==> config.mk <==
export PLATFORM = sky130hd
export DESIGN_NAME = pair_sum_stream_search_flat
export DESIGN_NICKNAME = d
export VERILOG_FILES = /design/src/hw/rtl/pss_pkg.sv /design/src/hw/rtl/pss_in_if.sv /design/src/hw/rtl/pss_out_if.sv /design/src/hw/rtl/pss_cell.sv /design/src/hw/rtl/pss_prio.sv /design/src/hw/rtl/pair_sum_stream_search.sv /design/src/flat_wrapper.sv
export SDC_FILE = /design/constraint.sdc
export NUM_CORES = 2
export LEC_CHECK = 0
export ABC_AREA = 1
export BUFFER_PORTS_ARGS = -buffer_cell sky130_fd_sc_hd__buf_4
export CORE_MARGIN = 2
export CORE_UTILIZATION = 25
export DETAILED_ROUTE_END_ITERATION = 12
export MAX_ROUTING_LAYER = met4
export PLACE_DENSITY = 0.49
export SLEW_MARGIN = 25
export SYNTH_ARGS = -nofsm -noshare
export SYNTH_HDL_FRONTEND = slang
export SYNTH_SLANG_ARGS = --single-unit
export TNS_END_PERCENT = 50
==> constraint.sdc <==
create_clock -name clk -period 59.9 [get_ports clk]
set_input_delay 2.995 -clock clk [delete_from_list [all_inputs] [get_ports clk]]
set_output_delay 2.995 -clock clk [all_outputs]
set_load 0.02 [all_outputs]
==> src/hw/rtl/pss_pkg.sv <==
`default_nettype none

package pss_pkg;

	// Table capacity and derived widths
	localparam int MAX_ITEMS = 64;
	localparam int CNT_W     = $clog2(MAX_ITEMS + 1);
	localparam int POS_W     = (MAX_ITEMS > 1) ? $clog2(MAX_ITEMS) : 1;

	// Priority search is split into groups of eight cells
	localparam int GRP_SZ = 8;
	localparam int GRP_W  = $clog2(GRP_SZ);
	localparam int NGRP   = (MAX_ITEMS + GRP_SZ - 1) / GRP_SZ;
	localparam int NGRP_W = (NGRP > 1) ? $clog2(NGRP) : 1;

	// Payload widths
	localparam int VAL_W  = 32;
	localparam int IDX_W  = 7;
	localparam int STAT_W = 2;

	localparam logic [IDX_W-1:0] NONE_IDX = '1;

	typedef enum logic [STAT_W-1:0] {
		STAT_FOUND = 2'd0,
		STAT_NONE  = 2'd1,
		STAT_FULL  = 2'd2
	} status_t;

	typedef enum logic [1:0] {
		S_IDLE,
		S_CMP,
		S_GRP,
		S_FIN
	} state_t;

	// Broadcast from the controller to every cell
	typedef struct packed {
		logic                    shift;
		logic signed [VAL_W:0]   diff;
	} cell_ctl_t;

endpackage

`default_nettype wire

==> src/hw/rtl/pss_in_if.sv <==
`default_nettype none

interface pss_in_if;
	import pss_pkg::*;

	logic                    valid;
	logic                    ready;
	logic signed [VAL_W-1:0] value;
	logic                    last;

	modport source (output valid, value, last, input ready);
	modport sink   (input valid, value, last, output ready);
endinterface

`default_nettype wire

==> src/hw/rtl/pss_out_if.sv <==
`default_nettype none

interface pss_out_if;
	import pss_pkg::*;

	logic                    valid;
	logic                    ready;
	logic [STAT_W-1:0]       status;
	logic signed [IDX_W-1:0] first_index;
	logic signed [IDX_W-1:0] second_index;

	modport source (output valid, status, first_index, second_index, input ready);
	modport sink   (input valid, status, first_index, second_index, output ready);
endinterface

`default_nettype wire

==> src/hw/rtl/pss_cell.sv <==
`default_nettype none

// One table entry: holds a stored value, passes it to the next cell on a
// shift, and compares it against the broadcast difference every cycle.
module pss_cell (
	input  wire                           clk,
	input  wire                           arst_n,
	input  wire  pss_pkg::cell_ctl_t      ctl,
	input  wire  [pss_pkg::VAL_W-1:0]     din,
	output logic [pss_pkg::VAL_W-1:0]     dout,
	output logic                          hit
);
	import pss_pkg::*;

	logic [VAL_W-1:0] val_q;
	logic             hit_s1;

	// stored value, shifted in from the neighbor
	always_ff @(posedge clk) begin
		if (ctl.shift) begin
			val_q <= din;
		end
	end

	// stored + value == target  <=>  stored == target - value (33 bits)
	always_ff @(posedge clk or negedge arst_n) begin
		if (!arst_n) begin
			hit_s1 <= 1'b0;
		end else begin
			hit_s1 <= ($signed({val_q[VAL_W-1], val_q}) == ctl.diff);
		end
	end

	assign dout = val_q;
	assign hit  = hit_s1;

endmodule

`default_nettype wire

==> src/hw/rtl/pss_prio.sv <==
`default_nettype none

// Finds the lowest-numbered cell with a valid hit (the most recent entry).
// First level per group of eight is registered, second level is combinational.
module pss_prio (
	input  wire                               clk,
	input  wire                               arst_n,
	input  wire  [pss_pkg::MAX_ITEMS-1:0]     hit,
	input  wire  [pss_pkg::MAX_ITEMS-1:0]     mask,
	output logic                              found,
	output logic [pss_pkg::POS_W-1:0]         pos
);
	import pss_pkg::*;

	logic [NGRP*GRP_SZ-1:0] vec;
	logic [GRP_W-1:0]       loc_d    [NGRP];
	logic [NGRP-1:0]        grp_any_s2;
	logic [GRP_W-1:0]       grp_loc_s2 [NGRP];
	logic [NGRP_W-1:0]      gsel;

	assign vec = (NGRP*GRP_SZ)'(hit & mask);

	// lowest set bit inside each group
	always_comb begin
		for (int g = 0; g < NGRP; g++) begin
			loc_d[g] = '0;
			for (int b = GRP_SZ - 1; b >= 0; b--) begin
				if (vec[g*GRP_SZ + b]) begin
					loc_d[g] = GRP_W'(b);
				end
			end
		end
	end

	always_ff @(posedge clk or negedge arst_n) begin
		if (!arst_n) begin
			grp_any_s2 <= '0;
		end else begin
			for (int g = 0; g < NGRP; g++) begin
				grp_any_s2[g] <= |vec[g*GRP_SZ +: GRP_SZ];
			end
		end
	end

	always_ff @(posedge clk) begin
		for (int g = 0; g < NGRP; g++) begin
			grp_loc_s2[g] <= loc_d[g];
		end
	end

	// lowest group with a hit
	always_comb begin
		found = 1'b0;
		gsel  = '0;
		for (int g = NGRP - 1; g >= 0; g--) begin
			if (grp_any_s2[g]) begin
				found = 1'b1;
				gsel  = NGRP_W'(g);
			end
		end
	end

	assign pos = POS_W'({gsel, grp_loc_s2[gsel]});

endmodule

`default_nettype wire

==> src/hw/rtl/pair_sum_stream_search.sv <==
`default_nettype none

// Streaming two-sum search. Array elements arrive on item, one per transfer,
// with last marking the end of the array. Each element is checked against
// the elements stored earlier in the same array; the first time one of them
// sums with it to target_sum (exact, no overflow), a result with the stored
// element's index and the current index goes out on result, the most recent
// stored match winning. Later elements of that array give nothing. An array
// that ends without a pair gives status 1, or 2 if more than MAX_ITEMS (64)
// elements arrived; elements past the capacity are neither stored nor
// searched. State clears at the end of each array; there is no clearing pass
// after reset. Each element passes through capture, compare in all table
// cells at once, group priority encode, then the decision, which waits while
// the result register is still full; item takes no new element until that
// decision is taken. target_sum is written through
// target_sum_we/target_sum_wdata; the user must write it only while idle, as
// the block itself does not enforce this.
module pair_sum_stream_search (
	input  wire                                  clk,
	input  wire                                  arst_n,
	input  wire                                  target_sum_we,
	input  wire  signed [pss_pkg::VAL_W-1:0]     target_sum_wdata,
	pss_in_if.sink                               item,
	pss_out_if.source                            result
);
	import pss_pkg::*;

	state_t                  state_q, state_d;
	logic signed [VAL_W-1:0] target_q;
	logic [VAL_W-1:0]        value_s1;
	logic                    last_s1;
	logic signed [VAL_W:0]   diff_s1;
	logic [CNT_W-1:0]        count_q;
	logic                    done_q;
	logic                    cap_q;

	logic                    out_valid_q;
	logic [STAT_W-1:0]       out_status_q;
	logic [IDX_W-1:0]        out_first_q;
	logic [IDX_W-1:0]        out_second_q;

	logic                    in_xfer;
	logic                    fin_go;
	logic                    full;
	logic                    emit;
	status_t                 emit_status;
	logic [IDX_W-1:0]        emit_first;
	logic [IDX_W-1:0]        emit_second;
	logic                    do_shift;
	logic                    do_clear;
	logic                    set_done;
	logic                    set_cap;

	cell_ctl_t               ctl;
	logic [VAL_W-1:0]        chain [MAX_ITEMS];
	logic [MAX_ITEMS-1:0]    hit_vec;
	logic [MAX_ITEMS-1:0]    mask;
	logic                    found;
	logic [POS_W-1:0]        pos;
	logic [CNT_W-1:0]        match_idx;

	assign in_xfer = item.valid && item.ready;
	assign full    = (count_q == CNT_W'(MAX_ITEMS));

	// target register
	always_ff @(posedge clk or negedge arst_n) begin
		if (!arst_n) begin
			target_q <= '0;
		end else if (target_sum_we) begin
			target_q <= target_sum_wdata;
		end
	end

	// capture stage
	always_ff @(posedge clk) begin
		if (in_xfer) begin
			value_s1 <= item.value;
			last_s1  <= item.last;
			diff_s1  <= {target_q[VAL_W-1], target_q} - {item.value[VAL_W-1], item.value};
		end
	end

	// table cells: cell 0 holds the newest entry
	assign ctl.shift = do_shift;
	assign ctl.diff  = diff_s1;

	for (genvar k = 0; k < MAX_ITEMS; k++) begin : g_cell
		if (k == 0) begin : g_head
			pss_cell u_cell (
				.clk    (clk),
				.arst_n (arst_n),
				.ctl    (ctl),
				.din    (value_s1),
				.dout   (chain[k]),
				.hit    (hit_vec[k])
			);
		end else begin : g_body
			pss_cell u_cell (
				.clk    (clk),
				.arst_n (arst_n),
				.ctl    (ctl),
				.din    (chain[k-1]),
				.dout   (chain[k]),
				.hit    (hit_vec[k])
			);
		end
		// only cells written in this array take part
		assign mask[k] = (CNT_W'(k) < count_q);
	end

	pss_prio u_prio (
		.clk    (clk),
		.arst_n (arst_n),
		.hit    (hit_vec),
		.mask   (mask),
		.found  (found),
		.pos    (pos)
	);

	// cell k holds array index count-1-k
	assign match_idx = count_q - CNT_W'(1) - CNT_W'(pos);

	// next state
	always_comb begin
		state_d = state_q;
		case (state_q)
			S_IDLE: begin
				if (in_xfer) state_d = S_CMP;
			end
			S_CMP: state_d = S_GRP;
			S_GRP: state_d = S_FIN;
			S_FIN: begin
				if (fin_go) state_d = S_IDLE;
			end
			default: state_d = S_IDLE;
		endcase
	end

	always_ff @(posedge clk or negedge arst_n) begin
		if (!arst_n) begin
			state_q <= S_IDLE;
		end else begin
			state_q <= state_d;
		end
	end

	// outputs and decision
	always_comb begin
		item.ready  = (state_q == S_IDLE);
		fin_go      = (state_q == S_FIN) && (!out_valid_q || result.ready);
		emit        = 1'b0;
		emit_status = STAT_NONE;
		emit_first  = NONE_IDX;
		emit_second = NONE_IDX;
		do_shift    = 1'b0;
		do_clear    = 1'b0;
		set_done    = 1'b0;
		set_cap     = 1'b0;
		if (fin_go) begin
			if (done_q) begin
				do_clear = last_s1;
			end else if (!full && found) begin
				emit        = 1'b1;
				emit_status = STAT_FOUND;
				emit_first  = IDX_W'(match_idx);
				emit_second = IDX_W'(count_q);
				do_clear    = last_s1;
				set_done    = !last_s1;
			end else begin
				do_shift = !full;
				set_cap  = full;
				if (last_s1) begin
					emit        = 1'b1;
					emit_status = (cap_q || full) ? STAT_FULL : STAT_NONE;
					do_clear    = 1'b1;
				end
			end
		end
	end

	// per-array state
	always_ff @(posedge clk or negedge arst_n) begin
		if (!arst_n) begin
			count_q <= '0;
			done_q  <= 1'b0;
			cap_q   <= 1'b0;
		end else if (do_clear) begin
			count_q <= '0;
			done_q  <= 1'b0;
			cap_q   <= 1'b0;
		end else begin
			if (do_shift) count_q <= count_q + CNT_W'(1);
			if (set_done) done_q <= 1'b1;
			if (set_cap) cap_q <= 1'b1;
		end
	end

	// result register
	always_ff @(posedge clk or negedge arst_n) begin
		if (!arst_n) begin
			out_valid_q <= 1'b0;
		end else if (emit) begin
			out_valid_q <= 1'b1;
		end else if (result.ready) begin
			out_valid_q <= 1'b0;
		end
	end

	always_ff @(posedge clk) begin
		if (emit) begin
			out_status_q <= emit_status;
			out_first_q  <= emit_first;
			out_second_q <= emit_second;
		end
	end

	assign result.valid        = out_valid_q;
	assign result.status       = out_status_q;
	assign result.first_index  = out_first_q;
	assign result.second_index = out_second_q;

	// checks
	assert property (@(posedge clk) disable iff (!arst_n)
		count_q <= CNT_W'(MAX_ITEMS))
		else $error("item count past capacity");

	assert property (@(posedge clk) disable iff (!arst_n)
		cap_q |-> full)
		else $error("capacity flag set with table not full");

	assert property (@(posedge clk) disable iff (!arst_n)
		(fin_go && done_q) |-> (!emit && !do_shift))
		else $error("activity after a pair was reported");

	assert property (@(posedge clk) disable iff (!arst_n)
		(state_q == S_FIN && out_valid_q && !result.ready) |=> (state_q == S_FIN))
		else $error("decision taken while result register full");

	assert property (@(posedge clk) disable iff (!arst_n)
		(emit && emit_status == STAT_FOUND) |-> (found && !full))
		else $error("pair reported without a valid hit");

endmodule

`default_nettype wire
==> src/flat_wrapper.sv <==
// flat-port wrapper written by rule: the top's interface ports become plain ports
module pair_sum_stream_search_flat import pss_pkg::*;
  (clk, arst_n, target_sum_we, target_sum_wdata, item_valid, item_value, item_last, item_ready, result_valid, result_status, result_first_index, result_second_index, result_ready);
  pss_in_if item_i ();
  pss_out_if result_i ();
  input  wire clk;
  input  wire arst_n;
  input  wire target_sum_we;
  input  wire  signed [pss_pkg::VAL_W-1:0] target_sum_wdata;
  input wire logic [$bits(item_i.valid)-1:0] item_valid;
  input wire logic [$bits(item_i.value)-1:0] item_value;
  input wire logic [$bits(item_i.last)-1:0] item_last;
  output wire logic [$bits(item_i.ready)-1:0] item_ready;
  output wire logic [$bits(result_i.valid)-1:0] result_valid;
  output wire logic [$bits(result_i.status)-1:0] result_status;
  output wire logic [$bits(result_i.first_index)-1:0] result_first_index;
  output wire logic [$bits(result_i.second_index)-1:0] result_second_index;
  input wire logic [$bits(result_i.ready)-1:0] result_ready;
  assign item_i.valid = item_valid;
  assign item_i.value = item_value;
  assign item_i.last = item_last;
  assign item_ready = item_i.ready;
  assign result_valid = result_i.valid;
  assign result_status = result_i.status;
  assign result_first_index = result_i.first_index;
  assign result_second_index = result_i.second_index;
  assign result_i.ready = result_ready;
  pair_sum_stream_search u_core (.clk(clk), .arst_n(arst_n), .target_sum_we(target_sum_we), .target_sum_wdata(target_sum_wdata), .item(item_i), .result(result_i));
endmodule
==> flow_metrics.env <==
export IMPL_num_vias=58600
export IMPL_r2r_slack_ps=53460
export IMPL_cts_resized=0
export IMPL_rsz0062_at_grt="no"
export IMPL_final_area_um2=112000
export IMPL_crit_required_ps=60360
export IMPL_dp_cells=12200
export IMPL_syn_area_um2=97500
export IMPL_fin_ws_ps=51910
export IMPL_hold_violations=0
export IMPL_place_area_um2=104000
export IMPL_critPathLaunchType="input pin"
export IMPL_tns_ps=0
export IMPL_core_um2=389000
export IMPL_ctsHoldBuffers=0
export IMPL_dieArea_um2=395000
export IMPL_use_met2_pct=22.1
export IMPL_yosysWarnings=0
export IMPL_finish_utilization_pct=28.9
export IMPL_synth_seq_cells=2270
export IMPL_overflow=0
export IMPL_r2r_cells=10
export IMPL_yosysSeqAreaShare_pct=69.1
export IMPL_grt_max_degree=205
export IMPL_cts_made_buffers=262
export IMPL_avgSynthCellArea_um2=13.7
export IMPL_initial_core_util_pct=25.1
export IMPL_holdWs_ps=398
export IMPL_clock_root_buffer="clkbuf_16"
export IMPL_fin_cells=12700
export IMPL_cts_clk_slew_worst_paths_ps=60
export IMPL_fin_crit_sh_pct=13.3
export IMPL_min_to="u_core.g_cell[8].g_body.u_cell.dout[7]"
export IMPL_path_class="in -> reg"
export IMPL_finalPower_mw=5.69
export IMPL_synth_nets=7217
export IMPL_drc=0
export IMPL_antenna_found_initial=14
export IMPL_met1_usage_pct=21.0
export IMPL_synth_main_ff_cell="edfxtp_1"
export IMPL_grt_use_total_pct=14.8
export IMPL_path_cells="buf_4, inv_1, nand2_1, nand2_1, nor2_1, nand3_1, inv_8, buf_6, buf_4, buf_12, buf_6, buf_4"
export IMPL_cpPeakStageDelay_ps=750
export IMPL_fmax_mhz=125
export IMPL_p_clk_share_pct=27.6
export IMPL_cp_top_family="buffers and inverters"
export IMPL_synth_edf_count=2130
export IMPL_dieHeight_um=629
export IMPL_nets=7366
export IMPL_grt_pass1_vias=57800
export IMPL_wl_per_cell_um=23.3
export IMPL_r2r_start="u_core.u_prio.grp_any_s2[0]"
export IMPL_clock_skew_ps=78.1
export IMPL_pwr_share_comb_pct=21.8
export IMPL_place_congestion=0.868
export IMPL_crit_fanout=173
export IMPL_mostFrequentLayoutCells="2,130 x edfxtp_1, 724 x xor2_1, 718 x xnor2_1"
export IMPL_netSwitchingFraction_pct=33.1
export IMPL_dr_pass1_iters=5
export IMPL_min_from="u_core.g_cell[7].g_body.u_cell.dout[7]"
export IMPL_p_leak_nw=35.8
export IMPL_drv_cap=0
export IMPL_p_sw_mw=1.88
export IMPL_initialDrtViolationCount=6134
export IMPL_hold_class="reg -> reg"
export IMPL_drv_slew=0
export IMPL_cp_slowest_cell="buf_4"
export IMPL_finalSetupViolCount=0
export IMPL_dpl_worst_slack_ps=50420
export IMPL_crit_top_cell="buf_4"
export IMPL_ant_nets=0
export IMPL_yosysUniqueCellTypes=47
export IMPL_vias_per_cell=4.63
export IMPL_place_port_buffers=87
export IMPL_std_cell_rows=229
export IMPL_cts_tree="done"
export IMPL_h_tree_depth=5
export IMPL_fin_crit_ps=7990
export IMPL_reg2reg_to="u_core.g_cell[5].g_body.u_cell.dout[1]"
export IMPL_grtUsageMet3_pct=2.14
export IMPL_synthCells=7102
export IMPL_worst_slew_pin_slew_ps=1120
export IMPL_drive_gt1_share_pct=9.25
export IMPL_final_common_cell="edfxtp_1"
export IMPL_seqPwrFrac_pct=50.6
export IMPL_p_int_mw=3.80
export IMPL_powerDensity_nw_per_um2=50.6
export IMPL_post_cts_setup_buffers=0
export IMPL_synthArstFlopShare_pct=5.11
export IMPL_die_w_um=629
export IMPL_top_usage_layer="met2"
export IMPL_ir_drop_mv=0.0370
export IMPL_slew_headroom_pct=25.6
export IMPL_wl_mm=294
export IMPL_end_kind="register"
export IMPL_arrival_ps=8460
export IMPL_ctsLongestPathBuffers=4
export IMPL_status="complete, no violations"
export IMPL_grt_pass1_wl_mm=422
export IMPL_hpwlAfterDp_mm=195
export IMPL_clkLatencyLatePin_ps=900
export IMPL_cts_sinks=2270
export IMPL_cp_buffers_inverters=8
export IMPL_area_delta_synth_final_pct=15.3
export IMPL_hold_depth=0
export IMPL_io_pins=88
## kinds of logic (layout without fill, tap and decap cells)
logic type	after synthesis	in the layout	share of synthesized area (%)
flip-flops	2270	2270	69.1
AND/OR/NAND/NOR	1960	1960	9.19
XOR/XNOR	1442	1442	13.0
AO/OA/AOI/OAI	792	792	5.32
buffers and inverters	563	912	2.52
adder cells (fa/ha/maj)	45	45	0.593
multiplexers	30	30	0.346
other	0	4	0
## per-layer routing
metal	part of all wire [%]	wire, um
met2	44	130000
met4	2.6	7610
met1	47	138000
met5	0	0
met3	6.1	18000
## power groups by stage
stage,Combinational [mW],Clock [mW],Sequential [mW]
2_1_floorplan,0.882,0,4.09
3_3_place_gp,1.23,0,2.89
3_5_place_dp,1.24,0,2.90
4_1_cts,1.25,1.60,2.87
5_1_grt,1.36,1.66,2.92
6_report,1.24,1.57,2.88
## worst max path at each step
stage | startpoint | endpoint | slack [ps] | depth (start not counted)
2_1_floorplan | result_ready | u_core.g_cell[0].g_head.u_cell.dout[0] | 14720 | 6
3_3_place_gp | result_ready | u_core.g_cell[4].g_body.u_cell.dout[11] | 50460 | 12
3_5_place_dp | result_ready | u_core.g_cell[4].g_body.u_cell.dout[11] | 50420 | 12
4_1_cts | result_ready | u_core.g_cell[8].g_body.u_cell.dout[30] | 51330 | 12
5_1_grt | result_ready | u_core.g_cell[5].g_body.u_cell.dout[1] | 51440 | 12
6_report | result_ready | u_core.g_cell[5].g_body.u_cell.dout[1] | 51910 | 12
## cell type report
| cell class | count | area [um^2] |
|---|---|---|
| multi-input cells | 4269 | 27700 |
| repair buffers | 197 | 1660 |
| diodes | 4 | 10.0 |
| well taps | 5197 | 6500 |
| clock buffers | 331 | 6970 |
| clock inverters | 133 | 1300 |
| fillers | 39200 | 276000 |
| flip-flops and latches | 2270 | 67300 |
| inverters | 251 | 973 |
## Yosys cell counts (81+ instances only)
master,n,area (um^2)
inv_1,233,875
nand2_1,683,2560
nor3_1,81,405
o22ai_1,203,1270
nor2_1,479,1800
o21ai_0,243,1220
nand3_1,260,1300
nand4_1,166,1040
edfxtp_1,2130,64000
buf_2,200,1000
xnor2_1,718,6290
clkbuf_1,81,304
a22o_1,195,1710
nor4_1,192,1200
dfrtp_1,116,2900
xor2_1,724,6340
## registers in the layout, indices dropped and copies added (netlist names), 2 cells and up
| signal | cells |
|---|---|
| u_core.g_cell.g_body.u_cell.dout | 2016 |
| u_core.g_cell.g_body.u_cell.hit | 63 |
| u_core.diff_s1 | 33 |
| u_core.g_cell.g_head.u_cell.dout | 32 |
| u_core.target_q | 32 |
| u_core.value_s1 | 32 |
| u_core.u_prio.grp_loc_s2 | 24 |
| u_core.u_prio.grp_any_s2 | 8 |
| u_core.count_q | 7 |
| u_core.result.first_index | 7 |
| u_core.result.second_index | 7 |
| u_core.result.status | 2 |
| u_core.state_q | 2 |
No activity file was read; power rests on OpenSTA's default activity.
